==> src/sv/ipr_pkg.sv <==
`timescale 1ns / 1ps
// ----------------------------------------------------------------------------
// ipr_pkg - shared types and constants for the incremental PI regulator
// Register map, configuration record, widths and reset values.
// ----------------------------------------------------------------------------
package ipr_pkg;

  // Fixed field widths
  localparam int unsigned GAIN_W    = 16;
  localparam int unsigned LIMIT_W   = 15;
  localparam int unsigned DZ_W      = 9;
  localparam int unsigned SEP_W     = 16;
  localparam int unsigned FRAC_BITS = 16;
  localparam int unsigned ACC_W     = LIMIT_W + FRAC_BITS;
  localparam int unsigned CFG_DATA_W  = 16;
  localparam int unsigned CFG_INDEX_W = 3;

  // Reset values
  localparam logic [GAIN_W-1:0]  PROP_GAIN_RST   = 16'd4096;
  localparam logic [GAIN_W-1:0]  INTEG_GAIN_RST  = 16'd205;
  localparam logic [LIMIT_W-1:0] OUT_LOW_RST     = 15'd0;
  localparam logic [LIMIT_W-1:0] OUT_HIGH_RST    = 15'd25600;
  localparam logic [DZ_W-1:0]    DEAD_ZONE_RST   = 9'd82;
  localparam logic [SEP_W-1:0]   SEPARATION_RST  = 16'd410;

  // Dead zone saturates here on write
  localparam logic [DZ_W-1:0]    DEAD_ZONE_MAX   = 9'd410;

  // Register indexes
  typedef enum logic [CFG_INDEX_W-1:0] {
    REG_PROP_GAIN   = 3'd0,
    REG_INTEG_GAIN  = 3'd1,
    REG_OUT_LOW     = 3'd2,
    REG_OUT_HIGH    = 3'd3,
    REG_DEAD_ZONE   = 3'd4,
    REG_SEPARATION  = 3'd5
  } reg_index_t;

  // Configuration record shared by the datapath stages
  typedef struct packed {
    logic [GAIN_W-1:0]  prop_gain;
    logic [GAIN_W-1:0]  integ_gain;
    logic [LIMIT_W-1:0] out_low_limit;
    logic [LIMIT_W-1:0] out_high_limit;
    logic [DZ_W-1:0]    dead_zone;
    logic [SEP_W-1:0]   separation_limit;
  } cfg_t;

endpackage

==> src/sv/ipr_in_if.sv <==
`timescale 1ns / 1ps
// ----------------------------------------------------------------------------
// ipr_in_if - sample channel
// Valid/ready channel carrying a target and a measured pressure.
// ----------------------------------------------------------------------------
interface ipr_in_if #(
  parameter int unsigned PRESSURE_BITS = 16
);
  logic                     valid;
  logic                     ready;
  logic [PRESSURE_BITS-1:0] target_pressure;
  logic [PRESSURE_BITS-1:0] measured_pressure;

  modport source (output valid, output target_pressure, output measured_pressure,
                  input ready);
  modport sink   (input valid, input target_pressure, input measured_pressure,
                  output ready);
endinterface

==> src/sv/ipr_out_if.sv <==
`timescale 1ns / 1ps
// ----------------------------------------------------------------------------
// ipr_out_if - drive result channel
// Valid/ready channel carrying the clamped drive level.
// ----------------------------------------------------------------------------
interface ipr_out_if;
  logic        valid;
  logic        ready;
  logic [14:0] drive_level;

  modport source (output valid, output drive_level, input ready);
  modport sink   (input valid, input drive_level, output ready);
endinterface

==> src/sv/ipr_cfg_regs.sv <==
`timescale 1ns / 1ps
// ----------------------------------------------------------------------------
// ipr_cfg_regs - configuration register file
// Holds gains, limits and thresholds; flags a dynamics clear after any
// write to a known register.
// ----------------------------------------------------------------------------
module ipr_cfg_regs import ipr_pkg::*; (
  input  logic                   clk,
  input  logic                   rst,
  input  logic                   cfg_write,
  input  logic [CFG_INDEX_W-1:0] cfg_index,
  input  logic [CFG_DATA_W-1:0]  cfg_data,
  output cfg_t                   cfg,
  output logic                   dyn_clear
);

  logic [DZ_W-1:0] dz_sat;
  logic            known_index;

  // Dead zone saturation and index decode
  always_comb begin
    dz_sat = (cfg_data[DZ_W-1:0] > DEAD_ZONE_MAX) ? DEAD_ZONE_MAX : cfg_data[DZ_W-1:0];
    unique case (reg_index_t'(cfg_index))
      REG_PROP_GAIN, REG_INTEG_GAIN, REG_OUT_LOW,
      REG_OUT_HIGH, REG_DEAD_ZONE, REG_SEPARATION: known_index = 1'b1;
      default:                                     known_index = 1'b0;
    endcase
  end

  // Register writes
  always_ff @(posedge clk) begin
    if (rst) begin
      cfg.prop_gain        <= PROP_GAIN_RST;
      cfg.integ_gain       <= INTEG_GAIN_RST;
      cfg.out_low_limit    <= OUT_LOW_RST;
      cfg.out_high_limit   <= OUT_HIGH_RST;
      cfg.dead_zone        <= DEAD_ZONE_RST;
      cfg.separation_limit <= SEPARATION_RST;
      dyn_clear            <= 1'b0;
    end else begin
      dyn_clear <= cfg_write && known_index;
      if (cfg_write) begin
        unique case (reg_index_t'(cfg_index))
          REG_PROP_GAIN:  cfg.prop_gain        <= cfg_data[GAIN_W-1:0];
          REG_INTEG_GAIN: cfg.integ_gain       <= cfg_data[GAIN_W-1:0];
          REG_OUT_LOW:    cfg.out_low_limit    <= cfg_data[LIMIT_W-1:0];
          REG_OUT_HIGH:   cfg.out_high_limit   <= cfg_data[LIMIT_W-1:0];
          REG_DEAD_ZONE:  cfg.dead_zone        <= dz_sat;
          REG_SEPARATION: cfg.separation_limit <= cfg_data[SEP_W-1:0];
          default: ;
        endcase
      end
    end
  end

  // Dead zone never leaves its legal range
  a_dz_range: assert property (@(posedge clk) disable iff (rst)
    cfg.dead_zone <= DEAD_ZONE_MAX)
    else $error("dead zone above saturation value");

endmodule

==> src/sv/ipr_err_stage.sv <==
`timescale 1ns / 1ps
// ----------------------------------------------------------------------------
// ipr_err_stage - error input register
// Forms the raw error, applies deadband and integral separation and
// registers the raw error together with the integral product.
// ----------------------------------------------------------------------------
module ipr_err_stage import ipr_pkg::*; #(
  parameter int unsigned PRESSURE_BITS = 16
) (
  input  logic                          clk,
  input  logic                          rst,
  input  cfg_t                          cfg,
  input  logic                          take,
  input  logic [PRESSURE_BITS-1:0]      target_pressure,
  input  logic [PRESSURE_BITS-1:0]      measured_pressure,
  input  logic                          advance,
  output logic                          a_valid,
  output logic signed [PRESSURE_BITS:0] a_raw,
  output logic signed [PRESSURE_BITS+17:0] a_integ
);

  localparam int unsigned MW = PRESSURE_BITS + 1;
  localparam int unsigned CW = (MW > SEP_W) ? MW : SEP_W;

  logic signed [PRESSURE_BITS:0]    raw;
  logic        [PRESSURE_BITS:0]    mag;
  logic                             in_dead;
  logic                             in_sep;
  logic signed [PRESSURE_BITS+17:0] integ_prod;

  // Raw error, magnitude and integral term
  always_comb begin
    raw        = $signed({1'b0, target_pressure}) - $signed({1'b0, measured_pressure});
    mag        = raw[PRESSURE_BITS] ? -raw : raw;
    in_dead    = mag <= MW'(cfg.dead_zone);
    in_sep     = CW'(mag) <= CW'(cfg.separation_limit);
    integ_prod = $signed({1'b0, cfg.integ_gain}) * raw;
  end

  // Input register
  always_ff @(posedge clk) begin
    if (rst) begin
      a_valid <= 1'b0;
    end else if (take) begin
      a_valid <= 1'b1;
    end else if (advance) begin
      a_valid <= 1'b0;
    end
  end

  always_ff @(posedge clk) begin
    if (take) begin
      a_raw   <= raw;
      a_integ <= (!in_dead && in_sep) ? integ_prod : '0;
    end
  end

endmodule

==> src/sv/ipr_acc_stage.sv <==
`timescale 1ns / 1ps
// ----------------------------------------------------------------------------
// ipr_acc_stage - accumulator and result register
// Adds the proportional and integral terms to the drive accumulator,
// clamps to the output limits and presents the drive level.
// ----------------------------------------------------------------------------
module ipr_acc_stage import ipr_pkg::*; #(
  parameter int unsigned PRESSURE_BITS = 16
) (
  input  logic                             clk,
  input  logic                             rst,
  input  cfg_t                             cfg,
  input  logic                             dyn_clear,
  input  logic                             load,
  input  logic signed [PRESSURE_BITS:0]    a_raw,
  input  logic signed [PRESSURE_BITS+17:0] a_integ,
  input  logic                             out_ready,
  output logic                             out_valid,
  output logic [LIMIT_W-1:0]               drive_level
);

  localparam int unsigned SW = (PRESSURE_BITS + 21 > 34) ? PRESSURE_BITS + 21 : 34;

  logic signed [PRESSURE_BITS:0]    prev_error;
  logic        [ACC_W-1:0]          acc;
  logic        [ACC_W-1:0]          acc_next;
  logic signed [PRESSURE_BITS+1:0]  diff;
  logic signed [PRESSURE_BITS+18:0] prop;
  logic signed [SW-1:0]             sum;
  logic signed [SW-1:0]             hi_ext;
  logic signed [SW-1:0]             lo_ext;
  logic signed [SW-1:0]             acc_ext;

  // Velocity-form update with clamp; high limit checked first
  always_comb begin
    diff    = $signed({a_raw[PRESSURE_BITS], a_raw})
            - $signed({prev_error[PRESSURE_BITS], prev_error});
    prop    = $signed({1'b0, cfg.prop_gain}) * diff;
    acc_ext = SW'(acc);
    hi_ext  = SW'({cfg.out_high_limit, {FRAC_BITS{1'b0}}});
    lo_ext  = SW'({cfg.out_low_limit, {FRAC_BITS{1'b0}}});
    sum     = acc_ext + SW'(prop) + SW'(a_integ);
    priority if (sum > hi_ext) begin
      acc_next = {cfg.out_high_limit, {FRAC_BITS{1'b0}}};
    end else if (sum < lo_ext) begin
      acc_next = {cfg.out_low_limit, {FRAC_BITS{1'b0}}};
    end else begin
      acc_next = sum[ACC_W-1:0];
    end
  end

  // Regulator state
  always_ff @(posedge clk) begin
    if (rst) begin
      prev_error <= '0;
      acc        <= {OUT_LOW_RST, {FRAC_BITS{1'b0}}};
    end else if (dyn_clear) begin
      prev_error <= '0;
      acc        <= {cfg.out_low_limit, {FRAC_BITS{1'b0}}};
    end else if (load) begin
      prev_error <= a_raw;
      acc        <= acc_next;
    end
  end

  // Result register
  always_ff @(posedge clk) begin
    if (rst) begin
      out_valid <= 1'b0;
    end else if (load) begin
      out_valid <= 1'b1;
    end else if (out_ready) begin
      out_valid <= 1'b0;
    end
  end

  always_ff @(posedge clk) begin
    if (load) begin
      drive_level <= acc_next[ACC_W-1:FRAC_BITS];
    end
  end

  // Accumulator only moves on a transfer or a clear
  a_acc_hold: assert property (@(posedge clk) disable iff (rst)
    !load && !dyn_clear |=> $stable(acc) && $stable(prev_error))
    else $error("accumulator changed without transfer");

  // A transfer always produces a result next cycle
  a_load_result: assert property (@(posedge clk) disable iff (rst)
    load |=> out_valid)
    else $error("result missing after transfer");

  // Presented drive never exceeds the larger of the two limits
  a_drive_bound: assert property (@(posedge clk) disable iff (rst)
    out_valid |-> (drive_level <= cfg.out_high_limit || drive_level <= cfg.out_low_limit))
    else $error("drive level outside limits");

endmodule

==> src/sv/incremental_pi_regulator_top.sv <==
`timescale 1ns / 1ps
// Path: sample register, then result register; a stalled result holds the sample in the sample register.
// Throughput: one sample per cycle unless the result channel stalls; the add and clamp are combinational.
// Reset (rst, synchronous): registers to defaults, error history zero,
// accumulator at the low limit, both pipeline stages empty.
// Any write to a known register clears error history and reloads the low limit.
// ----------------------------------------------------------------------------
// incremental_pi_regulator_top - velocity-form PI pressure regulator
// Sample register, accumulator stage and configuration registers.
// ----------------------------------------------------------------------------
module incremental_pi_regulator_top import ipr_pkg::*; #(
  parameter int unsigned PRESSURE_BITS = 16
) (
  input  logic                   clk,
  input  logic                   rst,
  ipr_in_if.sink                 sample,
  ipr_out_if.source              result,
  input  logic                   cfg_write,
  input  logic [CFG_INDEX_W-1:0] cfg_index,
  input  logic [CFG_DATA_W-1:0]  cfg_data
);

  cfg_t                             cfg;
  logic                             dyn_clear;
  logic                             a_valid;
  logic signed [PRESSURE_BITS:0]    a_raw;
  logic signed [PRESSURE_BITS+17:0] a_integ;
  logic                             load;
  logic                             take;

  // Pipeline flow control
  assign load         = a_valid && (!result.valid || result.ready);
  assign sample.ready = !a_valid || load;
  assign take         = sample.valid && sample.ready;

  ipr_cfg_regs u_cfg (
    .clk       (clk),
    .rst       (rst),
    .cfg_write (cfg_write),
    .cfg_index (cfg_index),
    .cfg_data  (cfg_data),
    .cfg       (cfg),
    .dyn_clear (dyn_clear)
  );

  ipr_err_stage #(.PRESSURE_BITS(PRESSURE_BITS)) u_err (
    .clk               (clk),
    .rst               (rst),
    .cfg               (cfg),
    .take              (take),
    .target_pressure   (sample.target_pressure),
    .measured_pressure (sample.measured_pressure),
    .advance           (load),
    .a_valid           (a_valid),
    .a_raw             (a_raw),
    .a_integ           (a_integ)
  );

  ipr_acc_stage #(.PRESSURE_BITS(PRESSURE_BITS)) u_acc (
    .clk         (clk),
    .rst         (rst),
    .cfg         (cfg),
    .dyn_clear   (dyn_clear),
    .load        (load),
    .a_raw       (a_raw),
    .a_integ     (a_integ),
    .out_ready   (result.ready),
    .out_valid   (result.valid),
    .drive_level (result.drive_level)
  );

endmodule

==> src/flat_wrapper.sv <==
// flat-port wrapper written by rule: the top's interface ports become plain ports
module incremental_pi_regulator_top_flat import ipr_pkg::*;
#(
  parameter int unsigned PRESSURE_BITS = 16
)
  (clk, rst, cfg_write, cfg_index, cfg_data, sample_valid, sample_target_pressure, sample_measured_pressure, sample_ready, result_valid, result_drive_level, result_ready);
  ipr_in_if #(.PRESSURE_BITS(PRESSURE_BITS)) sample_i ();
  ipr_out_if result_i ();
  input  logic clk;
  input  logic rst;
  input  logic cfg_write;
  input  logic [CFG_INDEX_W-1:0] cfg_index;
  input  logic [CFG_DATA_W-1:0] cfg_data;
  input wire logic [$bits(sample_i.valid)-1:0] sample_valid;
  input wire logic [$bits(sample_i.target_pressure)-1:0] sample_target_pressure;
  input wire logic [$bits(sample_i.measured_pressure)-1:0] sample_measured_pressure;
  output wire logic [$bits(sample_i.ready)-1:0] sample_ready;
  output wire logic [$bits(result_i.valid)-1:0] result_valid;
  output wire logic [$bits(result_i.drive_level)-1:0] result_drive_level;
  input wire logic [$bits(result_i.ready)-1:0] result_ready;
  assign sample_i.valid = sample_valid;
  assign sample_i.target_pressure = sample_target_pressure;
  assign sample_i.measured_pressure = sample_measured_pressure;
  assign sample_ready = sample_i.ready;
  assign result_valid = result_i.valid;
  assign result_drive_level = result_i.drive_level;
  assign result_i.ready = result_ready;
  incremental_pi_regulator_top #(.PRESSURE_BITS(PRESSURE_BITS)) u_core (.clk(clk), .rst(rst), .sample(sample_i), .result(result_i), .cfg_write(cfg_write), .cfg_index(cfg_index), .cfg_data(cfg_data));
endmodule
==> config.mk <==
export PLATFORM = sky130hd
export DESIGN_NAME = incremental_pi_regulator_top_flat
export DESIGN_NICKNAME = d
export VERILOG_FILES = /design/src/sv/ipr_pkg.sv /design/src/sv/ipr_in_if.sv /design/src/sv/ipr_out_if.sv /design/src/sv/ipr_cfg_regs.sv /design/src/sv/ipr_err_stage.sv /design/src/sv/ipr_acc_stage.sv /design/src/sv/incremental_pi_regulator_top.sv /design/src/flat_wrapper.sv
export SDC_FILE = /design/constraint.sdc
export NUM_CORES = 2
export LEC_CHECK = 0
export BUFFER_PORTS_ARGS = -buffer_cell sky130_fd_sc_hd__buf_2
export CORE_MARGIN = 2
export CORE_UTILIZATION = 60
export CTS_CLUSTER_DIAMETER = 30
export DETAILED_ROUTE_END_ITERATION = 16
export PLACE_DENSITY = 0.8
export SLEW_MARGIN = 5
export SYNTH_ARGS = -nofsm -noshare
export SYNTH_HDL_FRONTEND = slang
export SYNTH_SLANG_ARGS = --single-unit
==> constraint.sdc <==
create_clock -name clk -period 11.1 [get_ports clk]
set_input_delay 2.22 -clock clk [delete_from_list [all_inputs] [get_ports clk]]
set_output_delay 2.22 -clock clk [all_outputs]
set_load 0.005 [all_outputs]
# Word level (Yosys, flattened, before mapping)
# Index checks and enable logic that the tools add are counted.
# totals
ff_bits,204
inputBits,56
out_inout_bits,17
wordCells,64
# classes
add_sub_neg,5
mul,2
order_cmp,5
eq_ne,5
mux,11
n_reduce_logical,21
# op_table
operator,n
31-bit 2-to-1 mux,4
36-bit by 34-bit adder with 37-bit output,1
37-bit by 32-bit greater-than comparator with 1-bit output,1
37-bit by 32-bit < comparator with 1-bit output,1
32-bit by 35-bit adder with 36-bit output,1
17-bit by 18-bit multiplier with 35-bit output,1
17-bit by 17-bit multiplier with 34-bit output,1
17-bit by 17-bit subtractor with 18-bit output,1
17-bit by 16-bit less-or-equal comparator with 1-bit output,1
17-bit by 9-bit less-or-equal comparator with 1-bit output,1
17-bit 2-to-1 mux,1
17-bit negator,1
16-bit by 16-bit subtractor with 17-bit output,1
2-bit AND reduction,6
9-bit greater-than comparator (second input constant),1
9-bit 2-to-1 mux,1
3-bit by 2-bit == test with 1-bit output (second input constant),2
3-bit == test (second input constant),2
2-bit nonzero test,3
6-bit OR reduction,1
1-bit 2-to-1 mux,5
1-bit logical AND,4
3-bit by 1-bit == test with 1-bit output (second input constant),1
1-bit zero test,3
3 further kinds,4

# Depth between registers and ports, before layout
# logic_depth
ltp_word,9
ltp_mapped,47
ltp_nobuf,45

# By module
# Synthesis repeated with hierarchy kept, for this count alone.
# hier_totals
hier_cells,4013
hier_area_um2,34941.0
# modules_own_cells
mod,instances,cells_each,area_each_um2,seq_area_each_um2
ipr_acc_stage,1,2156,18627.9,1431.4
ipr_err_stage,1,1447,13076.3,1551.5
ipr_cfg_regs,1,406,3199.3,1761.7
incremental_pi_regulator_top,1,4,37.5,0.0

# Least setup slack after synthesis
# No wires, ideal clock.
# synth_path
path_type,register -> register
from,register u_core.u_err.a_raw[0]
to,register u_core.u_acc.acc[21]
setup_time_ns,0.143
t_arrival_ns,10.207
required_time_ns,10.957
path_slack_ns,0.750
path_stages_with_launch,46
path_buffers,2
period_less_slack_ns,10.350
path_cell_list,edfxtp_1 > inv_1 > ha_1 > inv_1 > fa_1 > a21o_1 > a21oi_1 > o21ai_0 > a21oi_1 > o21bai_1 > a211oi_1 > o21a_1 > nor2_1 > o311ai_0 > clkbuf_1 > and2_1 > fa_1 > fa_1 > [10 not listed] > nor2_1 > or4_1 > a211oi_4 > o31a_1 > o21ai_0 > xnor2_1 > ha_1 > nand2_1 > nor2_1 > nand4_1 > and4b_1 > nand4b_1 > and4b_1 > a21oi_1 > o21ai_2 > nor3b_2 > buf_2 > a221oi_1
# synth_between
elab_chain_cells,9
elab_cells_between_ends,10
cone_classes,3 x add/sub; 1 x mul; 2 x order compare; 4 x mux
# synth_lines
item,line_no,rtl
"start, declared",ipr_err_stage.sv:18,"output logic signed [PRESSURE_BITS:0] a_raw,"
"start signal, assigned",ipr_err_stage.sv:53,a_raw <= raw;
17-bit by 17-bit subtractor with 18-bit output (*),ipr_acc_stage.sv:37,"- $signed({prev_error[PRESSURE_BITS], prev_error});"
17-bit by 18-bit multiplier with 35-bit output (*),ipr_acc_stage.sv:38,"prop = $signed({1'b0, cfg.prop_gain}) * diff;"
32-bit by 35-bit adder with 36-bit output (*),ipr_acc_stage.sv:42,sum = acc_ext + SW'(prop) + SW'(a_integ);
36-bit by 34-bit adder with 37-bit output (*),ipr_acc_stage.sv:42,
37-bit by 32-bit < comparator with 1-bit output,ipr_acc_stage.sv:45,end else if (sum < lo_ext) begin
31-bit 2-to-1 mux,ipr_acc_stage.sv:45,
31-bit 2-to-1 mux (*),ipr_acc_stage.sv:43,priority if (sum > hi_ext) begin
31-bit 2-to-1 mux (*),ipr_acc_stage.sv:60,end else if (load) begin
31-bit 2-to-1 mux (*),ipr_acc_stage.sv:57,end else if (dyn_clear) begin
"end signal, assigned",ipr_acc_stage.sv:56,"acc <= {OUT_LOW_RST, {FRAC_BITS{1'b0}}};"
"end signal, assigned",ipr_acc_stage.sv:59,"acc <= {cfg.out_low_limit, {FRAC_BITS{1'b0}}};"
"end signal, assigned",ipr_acc_stage.sv:62,acc <= acc_next;
"end, declared",ipr_acc_stage.sv:25,logic [ACC_W-1:0] acc;
# Mark *: on every way between the ends. The rest lies on a longest branch, timed or not. The select of a mux whose other input is x is not followed.
# A chain may end at the register's enable or synchronous reset.

# Final worst setup path
# layout_path
from,register u_core.u_err.a_raw[0]
to,register u_core.u_acc.acc[17]
# Same word-level chain as after synthesis.

==> flow_summary.ini <==
[timing]
skew_ps = 31.7
worst-slew-pin-transition_ps = 1190
fin_crit_sh_pct = 97.2
finalSetupViolCount = 0
finalWorstSetupSlack_ps = 314
timing_hold_violations_final = 0
fmax_ghz = 0.0927
fin_crit_ps = 10790
relSlewSlack_pct = 20.9
tns_ps = 0
slew_viol_final = 0

[routing]
drc = 0
wirelength_mm = 91.8
vias = 27428
routedWlPerCell_um = 19.0
dr.pass1.iters = 7
ant_nets = 0
via_per_inst = 5.66
drtIter0Drc = 1941

[global_route]
met1_usage_pct = 42.3
busiest_layer = met2
grt_pass1_wl_mm = 148
grt.total_usage_pct = 31.4
grt.overflow.total = 0
grt_pass1_vias = 28249
use_met3_pct = 4.99
antenna_found_initial = 3
gr-usage-met2_pct = 50.8
grt_max_degree = 68

[floorplanning]
dieArea_sq_um = 60000
start_util_pct = 60.5
die_w_um = 245
core_area_sq_um = 57600
row_count = 88
io_pins = 73
dieHeight_um = 245

[placement]
dp_worst_setup_slack_ps = -107
io_buffer_count = 72
gp_congestion = 0.976
hpwl_mm = 73.3

[synthesis]
synthesis.area_sq_um = 34900
yosysMostFrequentCell = inv_1
synth_compound_area_share_pct = 10.1
synth_top_family_by_area = adder cells
yosysWarnings = 0
synth_area_leaders = fa_1, ha_1, inv_1
synth_adder_area_share_pct = 44.8
yosysUniqueCellTypes = 85
synth_xor_area_share_pct = 2.66
synth-edff-count = 66
synth_seq_cells = 204
synthArstFlopShare_pct = 0
synthMuxAreaShare_pct = 0.517
ys_seq_area_share_pct = 13.6
synthSimpleGateAreaFrac_pct = 16.5
synth_common_cells = inv_1, fa_1, nand2_1
syn_nets = 4959
synth_top_cell_by_area = fa_1
syn_inst = 3997
synthFlopType = dfxtp_1
yosysTopAreaCellShare_pct = 32.6
syn_area_per_cell_sq_um = 8.72

[cts]
clockBufferDepth = 3
h-tree-depth = 2
cts.clk_slew.worst_paths_ps = 50
worstSkewPairLatency_ps = 560
cts-buffers-inserted = 46
cts_tree = built
cts_root_buf = clkbuf_16
cts.sinks = 204

[worst_setup_path]
worstPathMaxFanout = 7
worst_path_max_delay_cell = fa_1
path_buf_inv = 11
crit_required_ps = 11510
arrival_ps = 11190
max_stage_delay_ps = 540
critical_path_class = reg -> reg
rr_worst_depth = 46
cp_top_family = adder cells
cp-end-kind = flip-flop
start_kind = flip-flop
path_depth = 46

[layout]
syn_to_final_growth_pct = 9.33
fillers = 4488
diodes = 0
drive_above_1_share_pct = 8.36
finish.utilization_pct = 66.2
layout.nets = 5001

[min_path]
whs_path_depth = 2
hold_class = reg -> reg

[status]
status = finished, final reports clean

[run]
drv_cap = 0
[kinds of logic (layout without fill, tap and decap cells)]
family,Yosys count,count (layout)
flip-flops,204,204
AND/OR/NAND/NOR,1164,1164
buffers and inverters,1079,1159
XOR/XNOR,106,106
adder cells (fa/ha/maj),906,906
AO/OA/AOI/OAI,520,520
multiplexers,18,18
[what timing repair did]
item | 4_1_cts | 5_1_grt
gates resized for setup | 1 | 39
buffers inserted | 3 | 11
endpoints found under the setup margin | 28 | 46
hold buffers | 0 | 0
pin swaps | 1 | 14
cloned | 0 | 1
[flip-flops by register name (all words and copies together) (netlist names)]
signal                    flops
u_core.u_acc.prev_error      17
u_core.u_err.a_valid          1
u_core.u_cfg.cfg             87
u_core.u_cfg.dyn_clear        1
u_core.u_acc.acc             31
u_core.u_err.a_raw           17
u_core.u_err.a_integ         34
u_core.u_acc.drive_level     15
u_core.u_acc.out_valid        1
[cell usage in the layout (no fill, tap or decap), types with 15 or more instances in the layout]
cell       Yosys  routed
a21o_1        47      47
nand2b_1      32      32
mux2i_1       18      18
edfxtp_1      66      66
nor2b_1       52      52
nand3_1       44      43
nor2_1        89      86
xnor2_1       59      48
o31ai_1       23      23
o21a_1        19      19
dfxtp_1      138     138
buf_4          1      87
fa_1         568     567
ha_1         338     337
nand4_1       17      17
nor3_1        28      28
a211oi_2      25      27
nand2_1      534     534
and2_1       250     249
o21ai_0       61      56
inv_1        908     908
or3_1         15      15
and3_1        40      40
clkbuf_16      0      46
xor2_1        47      46
a21oi_1      204     198
nand3b_1      18      18
buf_2         10      73
[routing by layer]
metal	part of all wire, %	vias to the layer above
met5	0.029	-
met4	4.6	4
met3	8.3	256
met2	46	1240
met1	41	13403
li1	-	12525
[worst min-delay path, cell delays in order, from the launching register on]
cell and delay, ps:
dfxtp_1 300, nand2_1 50, a21oi_1 50
[through the flow]
stage	area, sq um	hold slack, ps	instances
2_1_floorplan	34900	416	3997
3_3_place_gp	36200	435	4741
3_5_place_dp	36200	447	4741
4_1_cts	37900	453	4830
5_1_grt	38100	469	4842
6_report	38100	452	4842
[cell type report]
cell class	count	area, sq um	area share, %
clock inverters	30	429	1.13
well taps	765	957	2.51
inverters	909	3410	8.95
multi-input cells	2714	26200	68.9
clock buffers	56	1240	3.25
repair buffers	164	1070	2.81
flip-flops and latches	204	4740	12.5
[worst paths after layout]
check	startpoint	end	slack [ps]
setup / recovery	u_core.u_err.a_raw[0]$_DFFE_PP_	u_core.u_acc.acc[17]$_SDFFE_PP0P_	310
hold / removal	u_core.u_acc.prev_error[13]$_SDFFE_PP0P_	u_core.u_acc.prev_error[13]$_SDFFE_PP0P_	450
setup reg to reg	u_core.u_err.a_raw[0]$_DFFE_PP_	u_core.u_acc.acc[17]$_SDFFE_PP0P_	310
hold reg to reg	u_core.u_acc.prev_error[13]$_SDFFE_PP0P_	u_core.u_acc.prev_error[13]$_SDFFE_PP0P_	450
Power is not shown: default switching activity piles up to over one toggle a cycle in this logic, so the estimate is an artifact.
